<file path="config.mk">
export PLATFORM = sky130hd
export DESIGN_NAME = plt_cell
export DESIGN_NICKNAME = d
export VERILOG_FILES = /design/src/plt_pkg.sv /design/src/plt_cell.sv
export SDC_FILE = /design/constraint.sdc
export NUM_CORES = 1
export LEC_CHECK = 0
export ABC_AREA = 1
export BUFFER_PORTS_ARGS = -buffer_cell sky130_fd_sc_hd__buf_2
export CAP_MARGIN = 20
export CORE_MARGIN = 3
export CORE_UTILIZATION = 30
export CTS_CLUSTER_DIAMETER = 80
export DETAILED_ROUTE_END_ITERATION = 8
export PLACE_DENSITY = 0.63
export SLEW_MARGIN = 10
export SYNTH_ARGS = -nofsm -noshare
export SYNTH_HDL_FRONTEND = slang
export SYNTH_SLANG_ARGS = --single-unit
export TNS_END_PERCENT = 100
</file>
<file path="constraint.sdc">
create_clock -name clock -period 6.1 [get_ports clock]
set_input_delay 0.915 -clock clock [delete_from_list [all_inputs] [get_ports clock]]
set_output_delay 0.915 -clock clock [all_outputs]
set_load 0.02 [all_outputs]
</file>
<file path="src/plt_pkg.sv">
`default_nettype none

package plt_pkg;

   // default sizes
   localparam int PLT_ENTRIES   = 256;
   localparam int PLT_MAX_LEVEL = 32;

   // fixed field and datapath widths (sized for the largest allowed level)
   localparam int COMP_W   = 8;
   localparam int IDX_W    = 8;
   localparam int LEVEL_W  = 7;
   localparam int PROD_W   = 14;
   localparam int SUM_W    = 16;
   localparam int SCORE_W  = 15;
   localparam int RGB_W    = 3 * COMP_W;
   localparam int NUM_COMP = 3;

   localparam logic [SCORE_W-1:0] SCORE_MAX = '1;

   // request operation codes
   localparam logic OP_LOAD  = 1'b0;
   localparam logic OP_QUERY = 1'b1;

   typedef struct packed {
      logic              operation;
      logic [IDX_W-1:0]  entry_index;
      logic [COMP_W-1:0] red;
      logic [COMP_W-1:0] green;
      logic [COMP_W-1:0] blue;
      logic [IDX_W-1:0]  source_color;
      logic [5:0]        light_level;
   } plt_req_type;

   typedef struct packed {
      logic [IDX_W-1:0]   best_index;
      logic [SCORE_W-1:0] best_score;
   } plt_rsp_type;

   // data handed from one distance cell to the next
   typedef struct packed {
      logic                             valid;
      logic [IDX_W-1:0]                 idx;
      logic [SUM_W-1:0]                 sum;
      logic [NUM_COMP-1:0][COMP_W-1:0]  comp;
   } plt_cell_type;

endpackage

`default_nettype wire

</file>
<file path="src/plt_cell.sv">
`default_nettype none

module plt_cell
   import plt_pkg::*;
#(
   parameter int MAX_LEVEL = PLT_MAX_LEVEL
) (
   input  wire logic              clock,
   input  wire logic              reset,
   input  wire logic              load_target,
   input  wire logic [PROD_W-1:0] target_in,
   input  plt_cell_type           cell_in,
   output plt_cell_type           cell_ff
);

   localparam logic [PROD_W-1:0] ML_C = PROD_W'(MAX_LEVEL);

   logic [PROD_W-1:0] target_ff;
   logic [PROD_W-1:0] scaled;
   logic [PROD_W-1:0] diff;
   plt_cell_type      cell_in_nxt;

   // this cell's shaded target component, held for the whole scan
   always_ff @(posedge clock) begin
      if (load_target) begin
         target_ff <= target_in;
      end
   end

   // absolute difference of the scaled entry component and the target
   always_comb begin
      scaled = PROD_W'(cell_in.comp[0]) * ML_C;
      diff   = (scaled > target_ff) ? (scaled - target_ff) : (target_ff - scaled);
      cell_in_nxt         = cell_in;
      cell_in_nxt.sum     = cell_in.sum + SUM_W'(diff);
      cell_in_nxt.comp[0] = cell_in.comp[1];
      cell_in_nxt.comp[1] = cell_in.comp[2];
      cell_in_nxt.comp[2] = '0;
   end

   // hand partial sum and remaining components to the next cell
   always_ff @(posedge clock) begin
      if (reset) begin
         cell_ff.valid <= 1'b0;
      end else begin
         cell_ff.valid <= cell_in.valid;
      end
      cell_ff.idx  <= cell_in_nxt.idx;
      cell_ff.sum  <= cell_in_nxt.sum;
      cell_ff.comp <= cell_in_nxt.comp;
   end

endmodule

`default_nettype wire

</file>
==> results.json <==
{
  "fin_nets": 648,
  "start_kind": "primary input",
  "synth_ff_type": "dfxtp_1",
  "num_vias": 2975,
  "io_pins": 115,
  "cts_max_level": 2,
  "drv_cap": 0,
  "grt_pass1_wl_um": 12900,
  "cts_sinks": 55,
  "drive_gt1_frac": 0.260,
  "async_flop_share": 0,
  "irDropWorstVdd_mv": 0.155,
  "setup_tns_ns": 0,
  "clock_skew_ns": 0.00484,
  "seq_area_um2": 1240,
  "synth-seq-cells": 55,
  "area_growth_pct": 21.9,
  "synth_edf_count": 14,
  "drc": 0,
  "hold_path.class": "flip-flop to flip-flop",
  "setup_viol": 0,
  "p_per_area_nw_per_um2": 288,
  "rows": 37,
  "critPathKind": "primary input to flip-flop",
  "final_common_cell": "nand2_1",
  "grt_start_max_net_pins": 19,
  "cts_resized": 0,
  "numCtsBuffers": 5,
  "clock_path_buffers": 2,
  "cts_root_buf": "clkbuf_8",
  "maxSlewViolCount": 0,
  "post-route-period-util": 0.556,
  "yosysSeqAreaShare": 0.371,
  "clk_pin_slew_ns": 0.10,
  "dr.pass1.iters": 4,
  "hold_buffers": 0,
  "diodes": 0,
  "final_cell_mix": "nand2_1 (124), buf_2 (106), inv_1 (68)",
  "syn-mean-instance-area_um2": 7.62,
  "drtIter0Drc": 132,
  "run_status": "completed",
  "start_util": 0.316,
  "fin_crit_ns": 3.39,
  "fp.coreArea_um2": 10600,
  "cts_tree": "done",
  "setup_slack_ns": 2.71,
  "place_ws_ns": 2.36,
  "wl_um": 7790,
  "grt_remaining_overflow": 0,
  "rsz0062_at_grt": "false",
  "die_x_um": 112,
  "dp_hpwl_um": 6770,
  "finalWeightedCongestion": 0.842,
  "arrival_ns": 3.61,
  "postSynthCellCount": 439,
  "leakagePower_nw": 2.26,
  "hold_viol": 0,
  "crit_fanout": 18,
  "antenna_left": 0,
  "multi_input_area_um2": 1770,
  "yosys_warnings": 0,
  "crit_path_end_kind": "flip-flop",
  "track_usage": 0.126,
  "antenna_found_initial": 0,
  "fmax_mhz": 295,
  "required_ns": 6.32,
  "die-area_um2": 12500,
  "clk_latency_ns": 0.32,
  "post_cts_buffers": 0,
  "wl_per_cell_um": 11.4,
  "fill_cells": 1135,
  "grt_pass1_vias": 2891,
  "port_buffers": 106,
  "die_h_um": 112,
  "via_per_inst": 4.34,
  "yosysUniqueCellTypes": 33,
  "synthesis.area_um2": 3350
}
routing by layer:
metal	GRT usage	up-vias	share of wire
li1	-	1571	-
met1	0.159	1304	0.46
met2	0.209	89	0.46
met3	0.0332	11	0.060
met4	0.0430	0	0.019
met5	0	-	0
report_power, final:
| part | switching, mW | total [mW] | internal, mW |
|---|---|---|---|
| clock | 0.126 | 0.208 | 0.0824 |
| combinational | 0.327 | 0.512 | 0.185 |
| sequential | 0.0171 | 0.456 | 0.439 |
synthesized netlist by cell type, types with 3 or more instances:
cell type    n  area [µm²]
o21ai_2      5        43.8
edfxtp_1    14         420
nand4_1      4        25.0
ha_1        31         388
xor2_1      13         114
nand2_2     13        81.3
xnor2_1      5        43.8
inv_2        4        15.0
buf_4        9        67.6
nand2_1    124         465
o21ai_0      9        45.0
inv_1       68         255
dfxtp_1     41         821
a21oi_1     17        85.1
nor2_1      30         113
and2_1       3        18.8
nand3_1     31         155
state kept, by name, indices dropped and copies added (netlist names):
register	count
target_ff	14
cell_ff	41
cell type report:
type	count	share of cell area
clock buffer	5	0.0169
inverter	72	0.0663
sequential	55	0.304
clock inverter	3	0.00613
multi-input combinational	309	0.435
timing repair buffer	106	0.130
tap	136	0.0417
critical path: stages:
cell      delay (ns)
buf_2           0.09
inv_1           0.04
ha_1            0.38
inv_2           0.12
nor2_4          0.05
a22oi_1         0.30
nand3_4         0.17
nand2_4         0.24
nand2_1         0.07
and2_1          0.17
ha_1            0.34
a21o_1          0.21
o21bai_1        0.16
a21oi_1         0.17
nand2_1         0.08
nand2_1         0.06
nand2_1         0.04
path summary, 6_finish.rpt:
path / startpoint / end / slack [ns] / depth (start not counted)
hold / removal: target_ff[0] / cell_ff[24] / 0.51 / 1
hold reg to reg: target_ff[0] / cell_ff[24] / 0.51 / 1
setup reg to reg: target_ff[12] / cell_ff[38] / 3.00 / 15
setup / recovery: cell_in[7] / cell_ff[38] / 2.71 / 17
kinds of logic (layout without fill, tap and decap cells):
group	Yosys count	count (layout)	synth area share
adder cells (fa/ha/maj)	33	33	0.128
XOR/XNOR	18	18	0.0471
buffers and inverters	82	186	0.107
AND/OR/NAND/NOR	214	214	0.283
AO/OA/AOI/OAI	36	36	0.0628
other	1	8	0.00112
flip-flops	55	55	0.371
through the flow:
stage	std cells	power [mW]	cell area [µm²]	util	hold WS (ns)
floorplan	446	0.838	3370	-	0.462
global placement	678	0.972	3990	0.376	0.483
detailed placement	678	0.980	3990	0.376	0.494
CTS	686	1.19	4080	0.385	0.523
global route	686	1.27	4080	0.385	0.551
finish	686	1.18	4080	0.385	0.510
Note: power is estimated with default switching activity, not from simulation.
