### config.mk
export PLATFORM = sky130hd
export DESIGN_NAME = plt_select
export DESIGN_NICKNAME = d
export VERILOG_FILES = /design/src/plt_pkg.sv /design/src/plt_select.sv
export SDC_FILE = /design/constraint.sdc
export NUM_CORES = 1
export LEC_CHECK = 0
export ABC_AREA = 1
export BUFFER_PORTS_ARGS = -buffer_cell sky130_fd_sc_hd__buf_2
export CAP_MARGIN = 20
export CORE_ASPECT_RATIO = 0.5
export CORE_UTILIZATION = 46
export DETAILED_ROUTE_END_ITERATION = 12
export GPL_TIMING_DRIVEN = 0
export PLACE_DENSITY = 0.91
export SLEW_MARGIN = 30
export SYNTH_ARGS = -nofsm -noshare
export SYNTH_HDL_FRONTEND = slang
export SYNTH_SLANG_ARGS = --single-unit
### constraint.sdc
create_clock -name clock -period 4.33 [get_ports clock]
set_input_delay 0.6495 -clock clock [delete_from_list [all_inputs] [get_ports clock]]
set_output_delay 0.6495 -clock clock [all_outputs]
set_load 0.02 [all_outputs]
### src/plt_pkg.sv
`default_nettype none

package plt_pkg;

   // default sizes
   localparam int PLT_ENTRIES   = 256;
   localparam int PLT_MAX_LEVEL = 32;

   // fixed field and datapath widths (sized for the largest allowed level)
   localparam int COMP_W   = 8;
   localparam int IDX_W    = 8;
   localparam int LEVEL_W  = 7;
   localparam int PROD_W   = 14;
   localparam int SUM_W    = 16;
   localparam int SCORE_W  = 15;
   localparam int RGB_W    = 3 * COMP_W;
   localparam int NUM_COMP = 3;

   localparam logic [SCORE_W-1:0] SCORE_MAX = '1;

   // request operation codes
   localparam logic OP_LOAD  = 1'b0;
   localparam logic OP_QUERY = 1'b1;

   typedef struct packed {
      logic              operation;
      logic [IDX_W-1:0]  entry_index;
      logic [COMP_W-1:0] red;
      logic [COMP_W-1:0] green;
      logic [COMP_W-1:0] blue;
      logic [IDX_W-1:0]  source_color;
      logic [5:0]        light_level;
   } plt_req_type;

   typedef struct packed {
      logic [IDX_W-1:0]   best_index;
      logic [SCORE_W-1:0] best_score;
   } plt_rsp_type;

   // data handed from one distance cell to the next
   typedef struct packed {
      logic                             valid;
      logic [IDX_W-1:0]                 idx;
      logic [SUM_W-1:0]                 sum;
      logic [NUM_COMP-1:0][COMP_W-1:0]  comp;
   } plt_cell_type;

endpackage

`default_nettype wire

### src/plt_select.sv
`default_nettype none

module plt_select
   import plt_pkg::*;
#(
   parameter int PALETTE_ENTRIES = PLT_ENTRIES
) (
   input  wire logic   clock,
   input  wire logic   reset,
   input  plt_cell_type cand,
   output logic        done,
   output logic        rsp_valid_ff,
   output plt_rsp_type rsp_data
);

   localparam logic [IDX_W-1:0] LAST_IDX = IDX_W'(PALETTE_ENTRIES - 1);

   logic [SCORE_W-1:0] score;
   logic               take;
   logic [SCORE_W-1:0] best_ff;
   logic [IDX_W-1:0]   best_idx_ff;

   // saturate the score and keep the first smallest one
   always_comb begin
      score = (cand.sum > SUM_W'(SCORE_MAX)) ? SCORE_MAX : cand.sum[SCORE_W-1:0];
      take  = cand.valid && ((cand.idx == '0) || (score < best_ff));
      done  = cand.valid && (cand.idx == LAST_IDX);
   end

   always_ff @(posedge clock) begin
      if (take) begin
         best_ff     <= score;
         best_idx_ff <= cand.idx;
      end
   end

   // result strobe after the last entry is compared
   always_ff @(posedge clock) begin
      if (reset) begin
         rsp_valid_ff <= 1'b0;
      end else begin
         rsp_valid_ff <= done;
      end
   end

   assign rsp_data.best_index = best_idx_ff;
   assign rsp_data.best_score = best_ff;

endmodule

`default_nettype wire

==> impl_metrics.env <==
export IMPL_status="finished, final reports clean"
export IMPL_core_area_um2=2390
export IMPL_drt_drc_violations_left=0
export IMPL_fin_hold_ws_ns=0.531
export IMPL_timing_critical_path_arrival_ns=2.86
export IMPL_antenna_cells=0
export IMPL_count_of_different_cell_masters_after_synthesis=18
export IMPL_cts_buffer_depth=2
export IMPL_synth_simple_gate_area_share_pct=18.8
export IMPL_timing_final_setup_violations=0
export IMPL_syn_mean_instance_area_um2=10.8
export IMPL_p_leak_nw=0.786
export IMPL_numCtsBuffers=3
export IMPL_h_tree_depth=1
export IMPL_final_stage_net_count=237
export IMPL_grt_pass1_wl_mm=4.11
export IMPL_grt_start_max_net_pins=24
export IMPL_detailroute_via_count=960
export IMPL_crit_type="in -> reg"
export IMPL_floorplan_initialDensity_pct=52.6
export IMPL_fill_cell_instance_count_of_the_final_layout=191
export IMPL_path_type_of_the_worst_min_delay_path="in -> reg"
export IMPL_internal_power_w=0.000435
export IMPL_netlist_area_leader_share_pct=55.0
export IMPL_route_antenna_remaining_nets=0
export IMPL_placement_rows=12
export IMPL_drt_total_wl_mm=2.56
export IMPL_layout_drive_gt1_share_pct=43.3
export IMPL_dominant_combinational_cell_family_by_area_after_synthesis="simple AND/OR/NAND/NOR gates"
export IMPL_ys_seq_area_share_pct=56.6
export IMPL_design_die_area_um2=2960
export IMPL_switching_power_share_of_the_total_pct=24.4
export IMPL_chipHeight_um=39.0
export IMPL_synth_area_top_cells="edfxtp_1 55%, ha_1 14%, or2_2 7.0%, nand2_1 6.3%, inv_1 5.7%"
export IMPL_yosys_mux_area_fraction_pct=0
export IMPL_power_share_combinational_pct=17.9
export IMPL_fin_tns_setup_ns=0
export IMPL_netlist_top_cell_by_area="edfxtp_1"
export IMPL_synthAdderAreaFrac_pct=13.9
export IMPL_synth_cells=116
export IMPL_hold_violations=0
export IMPL_tightest_slew_ns=0.768
export IMPL_irDropWorstVdd_uv=199
export IMPL_worst_path_max_delay_cell="a21oi_4"
export IMPL_yosys_cell_count_top_type="edfxtp_1"
export IMPL_synth_async_sr_flop_share_pct=0
export IMPL_critPathCaptureType="flop"
export IMPL_grt_setup_unrepaired="false"
export IMPL_yosys_warnings=0
export IMPL_drv_slew=0
export IMPL_max_cap_violations=0
export IMPL_drt_vias_per_instance=4.66
export IMPL_fmaxAchievable_mhz=338
export IMPL_total_switching_power_w=0.000141
export IMPL_share_seq_of_total_power_pct=48.1
export IMPL_layout_min_cycle_time_ns=2.95
export IMPL_placer_congestion_estimate=0.699
export IMPL_ff2ff_setup_slack_ns=2.03
export IMPL_overall_routing_resource_usage_pct=18.8
export IMPL_syn_area_um2=1260
export IMPL_worstPathCellList="buf_2, clkbuf_1, or2_2, ha_1, a21o_1, nor2_4, nand2_1, nand2_1, nand2_1, a21oi_4"
export IMPL_cts_repair_timing_setup_buffer_count=0
export IMPL_final_util_pct=68.4
export IMPL_initial_antenna_violation_count=0
export IMPL_relSlewSlack_pct=48.7
export IMPL_clock_skew_final_ns=0.00735
export IMPL_cellPowerDensity_nw_per_um2=352
export IMPL_number_of_global_route_vias_before_repair=970
export IMPL_setup_worst_path_start_class="primary input"
export IMPL_number_of_nets_in_the_synthesized_netlist=181
export IMPL_port_buffer_count=51
export IMPL_top_level_ports=76
export IMPL_flow_area_growth_from_synthesis_pct=30.1
export IMPL_cp_common_cell="nand2_1"
export IMPL_synth_compound_area_share_pct=4.38
export IMPL_hpwl_mm=1.87
export IMPL_root_buffer="clkbuf_8"
export IMPL_drt_iter0_drc=28
export IMPL_cts_clk_slew_worst_paths_ns=0.09
export IMPL_worstPathMaxFanout=23
export IMPL_pwr_share_clk_pct=34.1
export IMPL_tritoncts="built"
export IMPL_critPathRequiredTime_ns=4.23
export IMPL_layout_worst_path_cycle_share_pct=68.2
export IMPL_drtPass1Iterations=5
export IMPL_cts_sink_count=24
export IMPL_clk_latency_ns=0.27
export IMPL_synth_edff_count=23
export IMPL_route_detailed_wl_per_inst_um=12.4
export IMPL_fp_dieW_um=75.9
export IMPL_post_cts_resized=0
export IMPL_largest_stage_delay_worst_path_ns=0.65
export IMPL_synth_xor_area_share_pct=0
export IMPL_synthFlopType="edfxtp_1"
export IMPL_cts_hold_fix_buffers=0
export IMPL_flop_and_latch_count_out_of_synthesis=24
export IMPL_grt_overflow_total=0
export IMPL_synth_common_cells="23 x edfxtp_1, 21 x nand2_1, 19 x inv_1"
-- per-stage QoR --
stage               instance area (um^2)  power, W  setup slack (ns)  cells
CTS                                 1630  0.000578              1.36    206
floorplan                           1260  0.000345              1.41    116
global route                        1630  0.000602              1.21    206
detailed placement                  1560  0.000383              1.17    202
global placement                    1560  0.000377             0.829    202
finish                              1630  0.000575              1.38    206
-- cell type report --
type,count,area [um^2],area share [%]
buffer,1,3.75,0.230
tap,35,43.8,2.68
clock inverter,1,30.0,1.84
timing repair buffer,51,255,15.6
clock buffer,3,41.3,2.53
inverter,20,75.1,4.59
multi-input combinational,71,474,29.0
sequential,24,711,43.5
-- final timing paths --
kind                                       startpoint                  endpoint  cells after the start
worst min-delay path                            reset   rsp_valid_ff$_SDFF_PP0_                      2
worst min register to register  best_ff[10]$_DFFE_PP_  best_idx_ff[4]$_DFFE_PP_                      7
worst max-delay path                         cand[39]      best_ff[4]$_DFFE_PP_                     10
worst max register to register   best_ff[6]$_DFFE_PP_      best_ff[4]$_DFFE_PP_                      8
-- sequential cells by signal (all words and copies together) (netlist names) --
register,count
best_idx_ff,8
best_ff,15
rsp_valid_ff,1
-- power groups by stage --
stage | clock (W) | sequential (W) | combinational (W)
after floorplan | 0 | 0.000299 | 0.0000459
after global placement | 0 | 0.000281 | 0.0000957
after detailed placement | 0 | 0.000282 | 0.000101
after CTS | 0.000198 | 0.000277 | 0.000104
after global routing | 0.000209 | 0.000278 | 0.000114
final | 0.000196 | 0.000277 | 0.000103
-- cells by family (layout without fill, tap and decap cells) --
kind of cell    after synthesis  in the layout
simple gates                 48             48
compound gates                9              9
buf+inv                      21             76
fa+ha+maj                    14             14
flops                        24             24
-- routing by layer --
layer	vias up	track usage, %	wire, um
li1	494	-	-
met1	420	18.9	1050
met2	40	39.5	1260
met3	6	5.18	202
met4	0	7.21	48
met5	-	0	0
-- cell usage in the layout, fill, tap and decap left out --
cell type and n:
ha_1 14, nor3_1 2, bufinv_16 1, nor2_1 4, nor2_2 1, a21o_1 1
a21oi_2 1, or2_2 14, clkbuf_8 3, clkbuf_1 1, a21oi_4 1, nor2_4 1
dfxtp_1 1, nor4_1 2, nand3_1 3, o21ai_0 1, edfxtp_1 23, buf_2 51
a21oi_1 5, inv_2 1, nand2_1 21, inv_1 19
-- critical path, delay by kind of cell --
kind	cells	cell delay, ns
buffers and inverters	2	0.33
AOI/OAI and AO/OA	2	0.87
adders and majority gates	1	0.30
and+or+nand+nor	5	0.71
No activity file was read; power rests on OpenSTA's default activity.
